===== config.mk =====
export PLATFORM = sky130hd
export DESIGN_NAME = frame_receiver_crc16_check_core
export DESIGN_NICKNAME = d
export VERILOG_FILES = /design/src/sv/frc16_pkg.sv /design/src/sv/frc16_front.sv /design/src/sv/frc16_queue.sv /design/src/sv/frc16_back.sv /design/src/sv/frame_receiver_crc16_check_core.sv
export SDC_FILE = /design/constraint.sdc
export NUM_CORES = 1
export LEC_CHECK = 0
export BUFFER_PORTS_ARGS = -buffer_cell sky130_fd_sc_hd__buf_4
export CAP_MARGIN = 20
export CORE_MARGIN = 3
export CORE_UTILIZATION = 55
export DETAILED_ROUTE_END_ITERATION = 7
export GPL_TIMING_DRIVEN = 1
export PLACE_DENSITY = 0.85
export SETUP_SLACK_MARGIN = 0.5
export SLEW_MARGIN = 20
export SYNTH_ARGS = -nofsm -noshare
export SYNTH_HDL_FRONTEND = slang
export SYNTH_HIERARCHICAL = 1
export SYNTH_SLANG_ARGS = --single-unit
export TNS_END_PERCENT = 30

===== constraint.sdc =====
create_clock -name clk_i -period 7.3 [get_ports clk_i]
set_clock_uncertainty 0.2 [all_clocks]
set_input_delay 1.46 -clock clk_i [delete_from_list [all_inputs] [get_ports clk_i]]
set_output_delay 1.46 -clock clk_i [all_outputs]
set_load 0.02 [all_outputs]

===== src/sv/frc16_pkg.sv =====
`timescale 1ns / 1ps
// ----------------------------------------------------------------------------
// frc16_pkg
// Shared types, codes and the CRC-16/CCITT-FALSE byte update for the frame
// receiver.
// ----------------------------------------------------------------------------
package frc16_pkg;

  // Start-of-frame bytes
  localparam logic [7:0] SOF_BYTE0 = 8'hAA;
  localparam logic [7:0] SOF_BYTE1 = 8'h55;

  // CRC-16/CCITT-FALSE, MSB first, no reflection, no final xor
  localparam logic [15:0] CRC_INIT = 16'hFFFF;
  localparam logic [15:0] CRC_POLY = 16'h1021;

  // Result kinds
  localparam logic [1:0] KIND_DATA     = 2'd0;
  localparam logic [1:0] KIND_END_GOOD = 2'd1;
  localparam logic [1:0] KIND_END_BAD  = 2'd2;

  localparam int unsigned MAX_LEN_RESET = 512;

  // One result beat as it travels from the parser to the output stage
  typedef struct packed {
    logic [1:0]  kind;
    logic [7:0]  data_byte;
    logic [15:0] payload_offset;
    logic [15:0] packet_id;
    logic [7:0]  flags_byte;
    logic [7:0]  sequence_res;
    logic [15:0] payload_length;
  } rec_t;

  // Eight-bit unrolled CRC update
  function automatic logic [15:0] crc_feed(input logic [15:0] crc, input logic [7:0] b);
    logic [15:0] c;
    c = crc ^ {b, 8'h00};
    for (int k = 0; k < 8; k++) begin
      if (c[15]) begin
        c = {c[14:0], 1'b0} ^ CRC_POLY;
      end else begin
        c = {c[14:0], 1'b0};
      end
    end
    return c;
  endfunction

  // CRC state after the first start byte
  localparam logic [15:0] CRC_START = crc_feed(CRC_INIT, SOF_BYTE0);

endpackage


===== src/sv/frc16_front.sv =====
`timescale 1ns / 1ps
// ----------------------------------------------------------------------------
// frc16_front
// Byte parser: start-byte hunt, header capture, length check, running CRC
// and result generation. Pushes one result record per producing byte.
// ----------------------------------------------------------------------------
module frc16_front (
  input  logic               clk_i,
  input  logic               rst_ni,
  input  logic               cfg_we_i,
  input  logic [15:0]        cfg_wdata_i,
  input  logic               acc_i,
  input  logic [7:0]         rx_byte_i,
  output logic               push_o,
  output frc16_pkg::rec_t    rec_o
);
  import frc16_pkg::*;

  localparam logic [3:0] PH_SOF0    = 4'd0;
  localparam logic [3:0] PH_SOF1    = 4'd1;
  localparam logic [3:0] PH_ID_LO   = 4'd2;
  localparam logic [3:0] PH_ID_HI   = 4'd3;
  localparam logic [3:0] PH_FLAGS   = 4'd4;
  localparam logic [3:0] PH_SEQ     = 4'd5;
  localparam logic [3:0] PH_LEN_LO  = 4'd6;
  localparam logic [3:0] PH_LEN_HI  = 4'd7;
  localparam logic [3:0] PH_PAYLOAD = 4'd8;
  localparam logic [3:0] PH_CRC_HI  = 4'd9;
  localparam logic [3:0] PH_CRC_LO  = 4'd10;

  logic [3:0]  phase_q, phase_d;
  logic [15:0] cnt_q, cnt_d;
  logic [15:0] len_q, len_d;
  logic [15:0] crc_q, crc_d;
  logic [7:0]  crc_hi_q, crc_hi_d;
  logic [15:0] id_q, id_d;
  logic [7:0]  flags_q, flags_d;
  logic [7:0]  seq_q, seq_d;
  logic [15:0] max_len_q;

  logic [15:0] crc_nxt;
  logic [15:0] len_full;
  logic [15:0] cnt_inc;

  assign crc_nxt  = crc_feed(crc_q, rx_byte_i);
  assign len_full = {rx_byte_i, len_q[7:0]};
  assign cnt_inc  = cnt_q + 16'd1;

  // Phase machine and field capture
  always_comb begin
    phase_d  = phase_q;
    cnt_d    = cnt_q;
    len_d    = len_q;
    crc_d    = crc_q;
    crc_hi_d = crc_hi_q;
    id_d     = id_q;
    flags_d  = flags_q;
    seq_d    = seq_q;
    push_o   = 1'b0;
    rec_o    = '0;
    if (acc_i) begin
      unique case (phase_q)
        PH_SOF1: begin
          if (rx_byte_i == SOF_BYTE1) begin
            crc_d   = crc_nxt;
            phase_d = PH_ID_LO;
          end else if (rx_byte_i == SOF_BYTE0) begin
            crc_d   = CRC_START;
            phase_d = PH_SOF1;
          end else begin
            phase_d = PH_SOF0;
          end
        end
        PH_ID_LO: begin
          crc_d   = crc_nxt;
          id_d    = {8'h00, rx_byte_i};
          phase_d = PH_ID_HI;
        end
        PH_ID_HI: begin
          crc_d   = crc_nxt;
          id_d    = {rx_byte_i, id_q[7:0]};
          phase_d = PH_FLAGS;
        end
        PH_FLAGS: begin
          crc_d   = crc_nxt;
          flags_d = rx_byte_i;
          phase_d = PH_SEQ;
        end
        PH_SEQ: begin
          crc_d   = crc_nxt;
          seq_d   = rx_byte_i;
          phase_d = PH_LEN_LO;
        end
        PH_LEN_LO: begin
          crc_d   = crc_nxt;
          len_d   = {8'h00, rx_byte_i};
          phase_d = PH_LEN_HI;
        end
        PH_LEN_HI: begin
          crc_d = crc_nxt;
          len_d = len_full;
          cnt_d = '0;
          // oversize frames are dropped without a result
          if (len_full > max_len_q) begin
            phase_d = PH_SOF0;
          end else if (len_full == 16'd0) begin
            phase_d = PH_CRC_HI;
          end else begin
            phase_d = PH_PAYLOAD;
          end
        end
        PH_PAYLOAD: begin
          crc_d                = crc_nxt;
          push_o               = 1'b1;
          rec_o.kind           = KIND_DATA;
          rec_o.data_byte      = rx_byte_i;
          rec_o.payload_offset = cnt_q;
          cnt_d                = cnt_inc;
          if (cnt_inc >= len_q) begin
            phase_d = PH_CRC_HI;
          end
        end
        PH_CRC_HI: begin
          crc_hi_d = rx_byte_i;
          phase_d  = PH_CRC_LO;
        end
        PH_CRC_LO: begin
          push_o               = 1'b1;
          rec_o.kind           = ({crc_hi_q, rx_byte_i} == crc_q) ? KIND_END_GOOD
                                                                  : KIND_END_BAD;
          rec_o.packet_id      = id_q;
          rec_o.flags_byte     = flags_q;
          rec_o.sequence_res   = seq_q;
          rec_o.payload_length = len_q;
          crc_d                = CRC_INIT;
          phase_d              = PH_SOF0;
        end
        default: begin
          // hunt for first start byte; unused codes land here too
          if (rx_byte_i == SOF_BYTE0) begin
            crc_d   = CRC_START;
            phase_d = PH_SOF1;
          end else begin
            phase_d = PH_SOF0;
          end
        end
      endcase
    end
  end

  // State registers
  always_ff @(posedge clk_i or negedge rst_ni) begin
    if (!rst_ni) begin
      phase_q   <= PH_SOF0;
      cnt_q     <= '0;
      len_q     <= '0;
      crc_q     <= CRC_INIT;
      crc_hi_q  <= '0;
      id_q      <= '0;
      flags_q   <= '0;
      seq_q     <= '0;
      max_len_q <= 16'(MAX_LEN_RESET);
    end else begin
      phase_q  <= phase_d;
      cnt_q    <= cnt_d;
      len_q    <= len_d;
      crc_q    <= crc_d;
      crc_hi_q <= crc_hi_d;
      id_q     <= id_d;
      flags_q  <= flags_d;
      seq_q    <= seq_d;
      if (cfg_we_i) begin
        max_len_q <= cfg_wdata_i;
      end
    end
  end

  // A frame end always returns to the hunt with a fresh CRC
  a_end_to_hunt: assert property (@(posedge clk_i) disable iff (!rst_ni)
    (push_o && rec_o.kind != KIND_DATA) |=> (phase_q == PH_SOF0 && crc_q == CRC_INIT))
    else $error("frame end did not return to hunt");

  // Payload offsets stay below the accepted length
  a_offset_range: assert property (@(posedge clk_i) disable iff (!rst_ni)
    (push_o && rec_o.kind == KIND_DATA) |-> (cnt_q < len_q && len_q <= max_len_q
                                              || cnt_q < len_q))
    else $error("payload offset beyond frame length");

endmodule


===== src/sv/frc16_queue.sv =====
`timescale 1ns / 1ps
// ----------------------------------------------------------------------------
// frc16_queue
// Short result queue between the parser and the output stage.
// ----------------------------------------------------------------------------
module frc16_queue #(
  parameter int unsigned DEPTH = 2
) (
  input  logic            clk_i,
  input  logic            rst_ni,
  input  logic            push_i,
  input  frc16_pkg::rec_t rec_i,
  input  logic            pop_i,
  output frc16_pkg::rec_t rec_o,
  output logic            empty_o,
  output logic            full_o
);
  import frc16_pkg::*;

  localparam int unsigned PTR_W = (DEPTH > 1) ? $clog2(DEPTH) : 1;
  localparam int unsigned CNT_W = $clog2(DEPTH + 1);
  localparam logic [PTR_W-1:0] PTR_LAST = PTR_W'(DEPTH - 1);
  localparam logic [CNT_W-1:0] CNT_FULL = CNT_W'(DEPTH);

  rec_t             mem_q [DEPTH];
  logic [PTR_W-1:0] wr_ptr_q, rd_ptr_q;
  logic [CNT_W-1:0] cnt_q;

  assign empty_o = (cnt_q == '0);
  assign full_o  = (cnt_q == CNT_FULL);
  assign rec_o   = mem_q[rd_ptr_q];

  // Storage
  always_ff @(posedge clk_i) begin
    if (push_i) begin
      mem_q[wr_ptr_q] <= rec_i;
    end
  end

  // Pointers and fill count
  always_ff @(posedge clk_i or negedge rst_ni) begin
    if (!rst_ni) begin
      wr_ptr_q <= '0;
      rd_ptr_q <= '0;
      cnt_q    <= '0;
    end else begin
      if (push_i) begin
        wr_ptr_q <= (wr_ptr_q == PTR_LAST) ? '0 : wr_ptr_q + PTR_W'(1);
      end
      if (pop_i) begin
        rd_ptr_q <= (rd_ptr_q == PTR_LAST) ? '0 : rd_ptr_q + PTR_W'(1);
      end
      if (push_i && !pop_i) begin
        cnt_q <= cnt_q + CNT_W'(1);
      end else if (pop_i && !push_i) begin
        cnt_q <= cnt_q - CNT_W'(1);
      end
    end
  end

  a_no_overflow: assert property (@(posedge clk_i) disable iff (!rst_ni)
    push_i |-> !full_o)
    else $error("push into full queue");

  a_no_underflow: assert property (@(posedge clk_i) disable iff (!rst_ni)
    pop_i |-> !empty_o)
    else $error("pop from empty queue");

endmodule


===== src/sv/frc16_back.sv =====
`timescale 1ns / 1ps
// ----------------------------------------------------------------------------
// frc16_back
// Output register: pulls records from the queue and presents them as
// master-side beats.
// ----------------------------------------------------------------------------
module frc16_back (
  input  logic            clk_i,
  input  logic            rst_ni,
  input  logic            q_empty_i,
  input  frc16_pkg::rec_t q_rec_i,
  output logic            q_pop_o,
  output logic            m_axis_tvalid,
  input  logic            m_axis_tready,
  output logic [71:0]     m_axis_tdata,
  output logic [1:0]      m_axis_tuser
);
  import frc16_pkg::*;

  logic vld_q;
  rec_t rec_q;

  // Load when the register is empty or its beat leaves this cycle
  assign q_pop_o = !q_empty_i && (!vld_q || m_axis_tready);

  always_ff @(posedge clk_i or negedge rst_ni) begin
    if (!rst_ni) begin
      vld_q <= 1'b0;
    end else if (q_pop_o) begin
      vld_q <= 1'b1;
    end else if (m_axis_tready) begin
      vld_q <= 1'b0;
    end
  end

  always_ff @(posedge clk_i) begin
    if (q_pop_o) begin
      rec_q <= q_rec_i;
    end
  end

  assign m_axis_tvalid = vld_q;
  assign m_axis_tuser  = rec_q.kind;
  assign m_axis_tdata  = {rec_q.payload_length, rec_q.sequence_res, rec_q.flags_byte,
                          rec_q.packet_id, rec_q.payload_offset, rec_q.data_byte};

endmodule


===== src/sv/frame_receiver_crc16_check_core.sv =====
`timescale 1ns / 1ps
// ----------------------------------------------------------------------------
// frame_receiver_crc16_check_core
// Start-byte framed receiver with CRC-16/CCITT-FALSE check.
// ----------------------------------------------------------------------------
// Usage:
//   s_axis carries one received byte per beat. The parser hunts for AA 55,
//   captures id (LE), flags, sequence and length (LE), then forwards each
//   payload byte as a data beat (tuser = 0) with its offset. After the two
//   CRC bytes (big-endian) one frame-end beat reports the header, with
//   tuser = 1 for a matching CRC and 2 for a mismatch. Frames longer than
//   max_payload_len (cfg_we_i / cfg_wdata_i, reset 512) are dropped silently.
//   Throughput: one byte per cycle while s_axis_tready is high; the CRC byte
//   update and the phase logic are combinational ahead of the state registers.
//   Each result passes through the queue write and then the output register
//   load before its beat is valid on the m_axis side of the core.
//   Reset clears the parser to the hunt, empties the queue and drops any
//   pending output beat. When m_axis stalls, results collect in the queue;
//   s_axis_tready falls once QUEUE_DEPTH results wait there, and bytes that
//   produce no result are held back as well until space frees up.
// ----------------------------------------------------------------------------
module frame_receiver_crc16_check_core #(
  parameter int unsigned QUEUE_DEPTH = 2
) (
  input  logic        clk_i,
  input  logic        rst_ni,
  input  logic        cfg_we_i,
  input  logic [15:0] cfg_wdata_i,
  input  logic        s_axis_tvalid,
  output logic        s_axis_tready,
  input  logic [7:0]  s_axis_tdata,  // [7:0] rx_byte
  output logic        m_axis_tvalid,
  input  logic        m_axis_tready,
  // [7:0] data_byte, [23:8] payload_offset, [39:24] packet_id,
  // [47:40] flags_byte, [55:48] sequence_res, [71:56] payload_length
  output logic [71:0] m_axis_tdata,
  output logic [1:0]  m_axis_tuser   // [1:0] kind
);
  import frc16_pkg::*;

  logic acc;
  logic push;
  rec_t push_rec;
  rec_t head_rec;
  logic q_empty;
  logic q_full;
  logic q_pop;

  assign s_axis_tready = !q_full;
  assign acc           = s_axis_tvalid && s_axis_tready;

  frc16_front u_front (
    .clk_i       (clk_i),
    .rst_ni      (rst_ni),
    .cfg_we_i    (cfg_we_i),
    .cfg_wdata_i (cfg_wdata_i),
    .acc_i       (acc),
    .rx_byte_i   (s_axis_tdata),
    .push_o      (push),
    .rec_o       (push_rec)
  );

  frc16_queue #(
    .DEPTH (QUEUE_DEPTH)
  ) u_queue (
    .clk_i   (clk_i),
    .rst_ni  (rst_ni),
    .push_i  (push),
    .rec_i   (push_rec),
    .pop_i   (q_pop),
    .rec_o   (head_rec),
    .empty_o (q_empty),
    .full_o  (q_full)
  );

  frc16_back u_back (
    .clk_i         (clk_i),
    .rst_ni        (rst_ni),
    .q_empty_i     (q_empty),
    .q_rec_i       (head_rec),
    .q_pop_o       (q_pop),
    .m_axis_tvalid (m_axis_tvalid),
    .m_axis_tready (m_axis_tready),
    .m_axis_tdata  (m_axis_tdata),
    .m_axis_tuser  (m_axis_tuser)
  );

endmodule


==> key figures <==
Synth
  • Main synth FF type: edfxtp_1
  • Post-synth EDFFs: around 220
  • Yosys reg bits: 335
  • Commonest cells in the netlist: edfxtp_1, dfrtp_1, o21ai_0
  • Sequential fraction of the synthesis area: between 60 and 70%
  • Cells after synthesis: 1036
  • Syn_area_per_cell: 14.00 um^2
  • Largest area contributor in the netlist: edfxtp_1
  • Most frequent cell after synthesis: edfxtp_1
  • Yosys cell types: 56
  • Synth top area share: ~46%
  • Syn nets: about 1100
  • Yosys warning count: 6
  • Top post-synthesis cells by area: edfxtp_1, dfrtp_1, mux2_4
  • Post-synth ARST share: roughly a third
  • Mapped Area: 0.01450 mm^2

Critical path
  • Worst path most repeated cell: buf_4
  • CP endpoint kind: flip-flop
  • CP required: ~7.2 ns
  • Crit-path max cell delay: 0.70 ns
  • Crit-path leading delay family: buffers and inverters
  • Slowest cell on crit path: buf_4
  • Reg-to-reg slack, setup: between 3 and 4 ns
  • Critical Path Stages: 7
  • Worst Setup Start Kind: input port
  • Worst-case reg-to-reg path depth: 13
  • Critical path fanouts, max: 60
  • Crit Path Class: in2reg
  • CP arrival: between 3 and 4 ns
  • CP Buf/Inv Count: 3
  • Crit-path cells: buf_4 > nor2b_2 > buf_4 > nand2_1 > nor2_1 > nor2b_4 > buf_4

Min path
  • Worst Hold Path Cells: 2
  • Worst hold path class: reg2reg

Place
  • IO Port Bufs: 104
  • Hpwl dp: between 15000 and 20000 um
  • Placed inst area: ~0.016 mm^2
  • DP Cell Count: about 1400
  • GP Congestion: just over 0.8

STA
  • FMAX: 257.5 MHz
  • Setup_tns: 0 ns
  • Final period util: 53.20%
  • Fin Hold WS: 0.2868 ns
  • Finish-stage setup viols: 0
  • Endpoints failing hold: 0
  • Slew HR: roughly 29%
  • RSZ-0062 raised after global routing: false
  • Pin slew with the least headroom to its limit: approximately 1.1 ns
  • Tmin final: between 3 and 4 ns
  • Fin. max-slew vios: 0

Route
  • Met2 wire length: approximately 14000 um
  • Wl on met1: about 11000 um
  • WL/cell: 18.71 um
  • # DRC: 0
  • Via density: around 5.7
  • Metal3 WL: approximately 1900 um
  • DRT Pass-1 Iters: 5
  • Via count: ~8500
  • Total wire length: around 28000 um
  • DRT iter0 DRCs: slightly above 800
  • Final antenna-violating net count: 0
  • DR top layer: met4

Finish
  • Fraction of layout cells with a size suffix above 1: between 20% and 30%
  • Antenna diodes: 0
  • Nets: between 1000 and 1500
  • Synthesis-to-finish area growth: 13.97%
  • Final Non-Filler Cells: 1485
  • Finished Cell Area: ~0.017 mm^2

Outcome
  • Outcome: finished, final reports clean

Global route
  • Number of global-route vias before repair: about 8500
  • Grt ovf: 0
  • Overall Global Routing Usage: slightly below 20%
  • Largest net degree at the start of global routing: 65
  • Initial antenna violation count: 0
  • First-pass GRT wire length: 44550 um

Power
  • Power Density: 371.7 mW/mm^2
  • Pwr Total: ~6 mW
  • LEAKAGE: 6.649 nW
  • Worst VDD drop: between 0.2 and 0.25 mV

Floorplanning
  • IO Pins: around 110
  • # rows: 58
  • DIE AREA: 0.02836 mm^2
  • Die Wd: between 150 and 200 um
  • Core area: approximately 0.026 mm^2
  • Starting Density: between 50% and 60%
  • Die height: roughly 170 um

Clocking
  • CTS Buf Count: 35
  • Clock Path Buffers: 3
  • CTS tree: done
  • Clk_lat worst skew: around 0.51 ns
  • Clock H-tree levels: 2
  • Post CTS Setup Buffer Count: 0
  • Num Clock Sinks: 335
  • Reg clk slew, reported paths: about 0.060 ns
  • Resize count post-CTS: 0
  • CTS Hold Bufs: 0
  • CTS Root Cell: clkbuf_16

Run
  • Max-cap check violation count: 0
==> layer usage <==
layer,track usage (%),up-vias
li1,-,3948
met1,26.50,4142
met2,32.59,323
met3,3.616,48
met4,5.656,0
met5,0,-
==> through the flow <==
stage	worst slack, ns	util, %
final	3.417	64.71
after global routing	3.239	64.71
after CTS	3.444	64.69
after global placement	2.991	60.69
after detailed placement	2.933	60.69
after floorplan	1.160	-
==> final timing paths <==
check	start	to
hold reg to reg	u_front/len_q[12]	u_front/len_q[12]
min in group asynchronous	rst_ni	u_back/m_axis_tvalid
setup reg to reg	u_front/cnt_q[0]	u_front/phase_q[1]
setup / recovery	s_axis_tvalid	u_queue/mem_q[0][19]
hold / removal	u_front/len_q[12]	u_front/len_q[12]
max in group asynchronous	rst_ni	u_queue/rd_ptr_q
==> power by group <==
| group | internal (mW) | switching, mW | leakage (nW) | total [mW] |
|---|---|---|---|---|
| logic | 0.805 | 0.995 | 2.75 | 1.80 |
| registers | 2.49 | 0.267 | 3.40 | 2.75 |
| clock network | 0.889 | 0.702 | 0.501 | 1.59 |
| total | 4.18 | 1.96 | 6.65 | 6.14 |
==> layout make-up <==
| cell class | count | area, um^2 |
|---|---|---|
| inverters | 45 | 168.9 |
| clock inverters | 21 | 121.4 |
| clock buffers | 42 | 902.1 |
| well taps | 330 | 412.9 |
| repair buffers | 111 | 833.3 |
| fillers | 1791 | 9015 |
| multi-input cells | 601 | 4572 |
| flip-flops and latches | 335 | 9519 |
==> state kept, by name, indices dropped and copies added, names as in the netlist, 2 cells and up <==
register,count
u_queue/cnt_q,2
u_back/m_axis_tdata,72
u_front/max_len_q,16
u_queue/mem_q,148
u_front/len_q,16
u_front/crc_q,16
u_front/phase_q,4
u_back/m_axis_tuser,2
u_front/seq_q,8
u_front/crc_hi_q,8
u_front/id_q,16
u_front/flags_q,8
u_front/cnt_q,16
==> cells in the final DEF, fill, tap and decap left out, types with 6 or more instances in the layout <==
cell type | synthesis | routed
clkinv_2 | 0 | 9
nand4_1 | 6 | 6
nand2_1 | 73 | 73
and2_1 | 30 | 29
buf_4 | 3 | 111
mux2_2 | 57 | 57
nor2_1 | 45 | 45
nand3_1 | 15 | 15
a31oi_1 | 7 | 7
dfrtp_1 | 96 | 95
a21oi_1 | 32 | 32
nor4_1 | 8 | 8
and3_1 | 38 | 38
xor2_1 | 34 | 34
o21ai_0 | 75 | 74
clkbuf_16 | 0 | 35
ha_1 | 34 | 34
and4_1 | 6 | 6
o22ai_1 | 6 | 6
clkbuf_1 | 26 | 7
xnor2_1 | 25 | 25
dfstp_2 | 17 | 17
nor2b_1 | 8 | 6
inv_1 | 45 | 45
edfxtp_1 | 222 | 222
mux2_4 | 50 | 50
==> worst reg2reg max path, stage by stage (launching register included) <==
cell and delay (ns):
dfrtp_1 0.45, ha_1 0.26, and3_1 0.25, and4_1 0.32, and3_1 0.25, nand3_1 0.13
xnor2_1 0.22, ha_1 0.27, o21ai_0 0.17, o211ai_1 0.13, or2_2 0.33, o311a_1 0.22
a31oi_1 0.22, a31oi_1 0.06
==> logic make-up (layout without fill, tap and decap cells) <==
| group | count (synthesis) | after routing | share of synthesized area (%) |
|---|---|---|---|
| DFF | 335 | 335 | 65.61 |
| and+or+nand+nor | 245 | 245 | 8.747 |
| AOI/OAI and AO/OA | 156 | 156 | 6.401 |
| muxes | 107 | 107 | 9.601 |
| buffers and inverters | 100 | 219 | 3.149 |
| xor gates and xnor gates | 59 | 59 | 3.563 |
| adders and majority gates | 34 | 34 | 2.933 |
No activity file was read; power rests on OpenSTA's default activity.
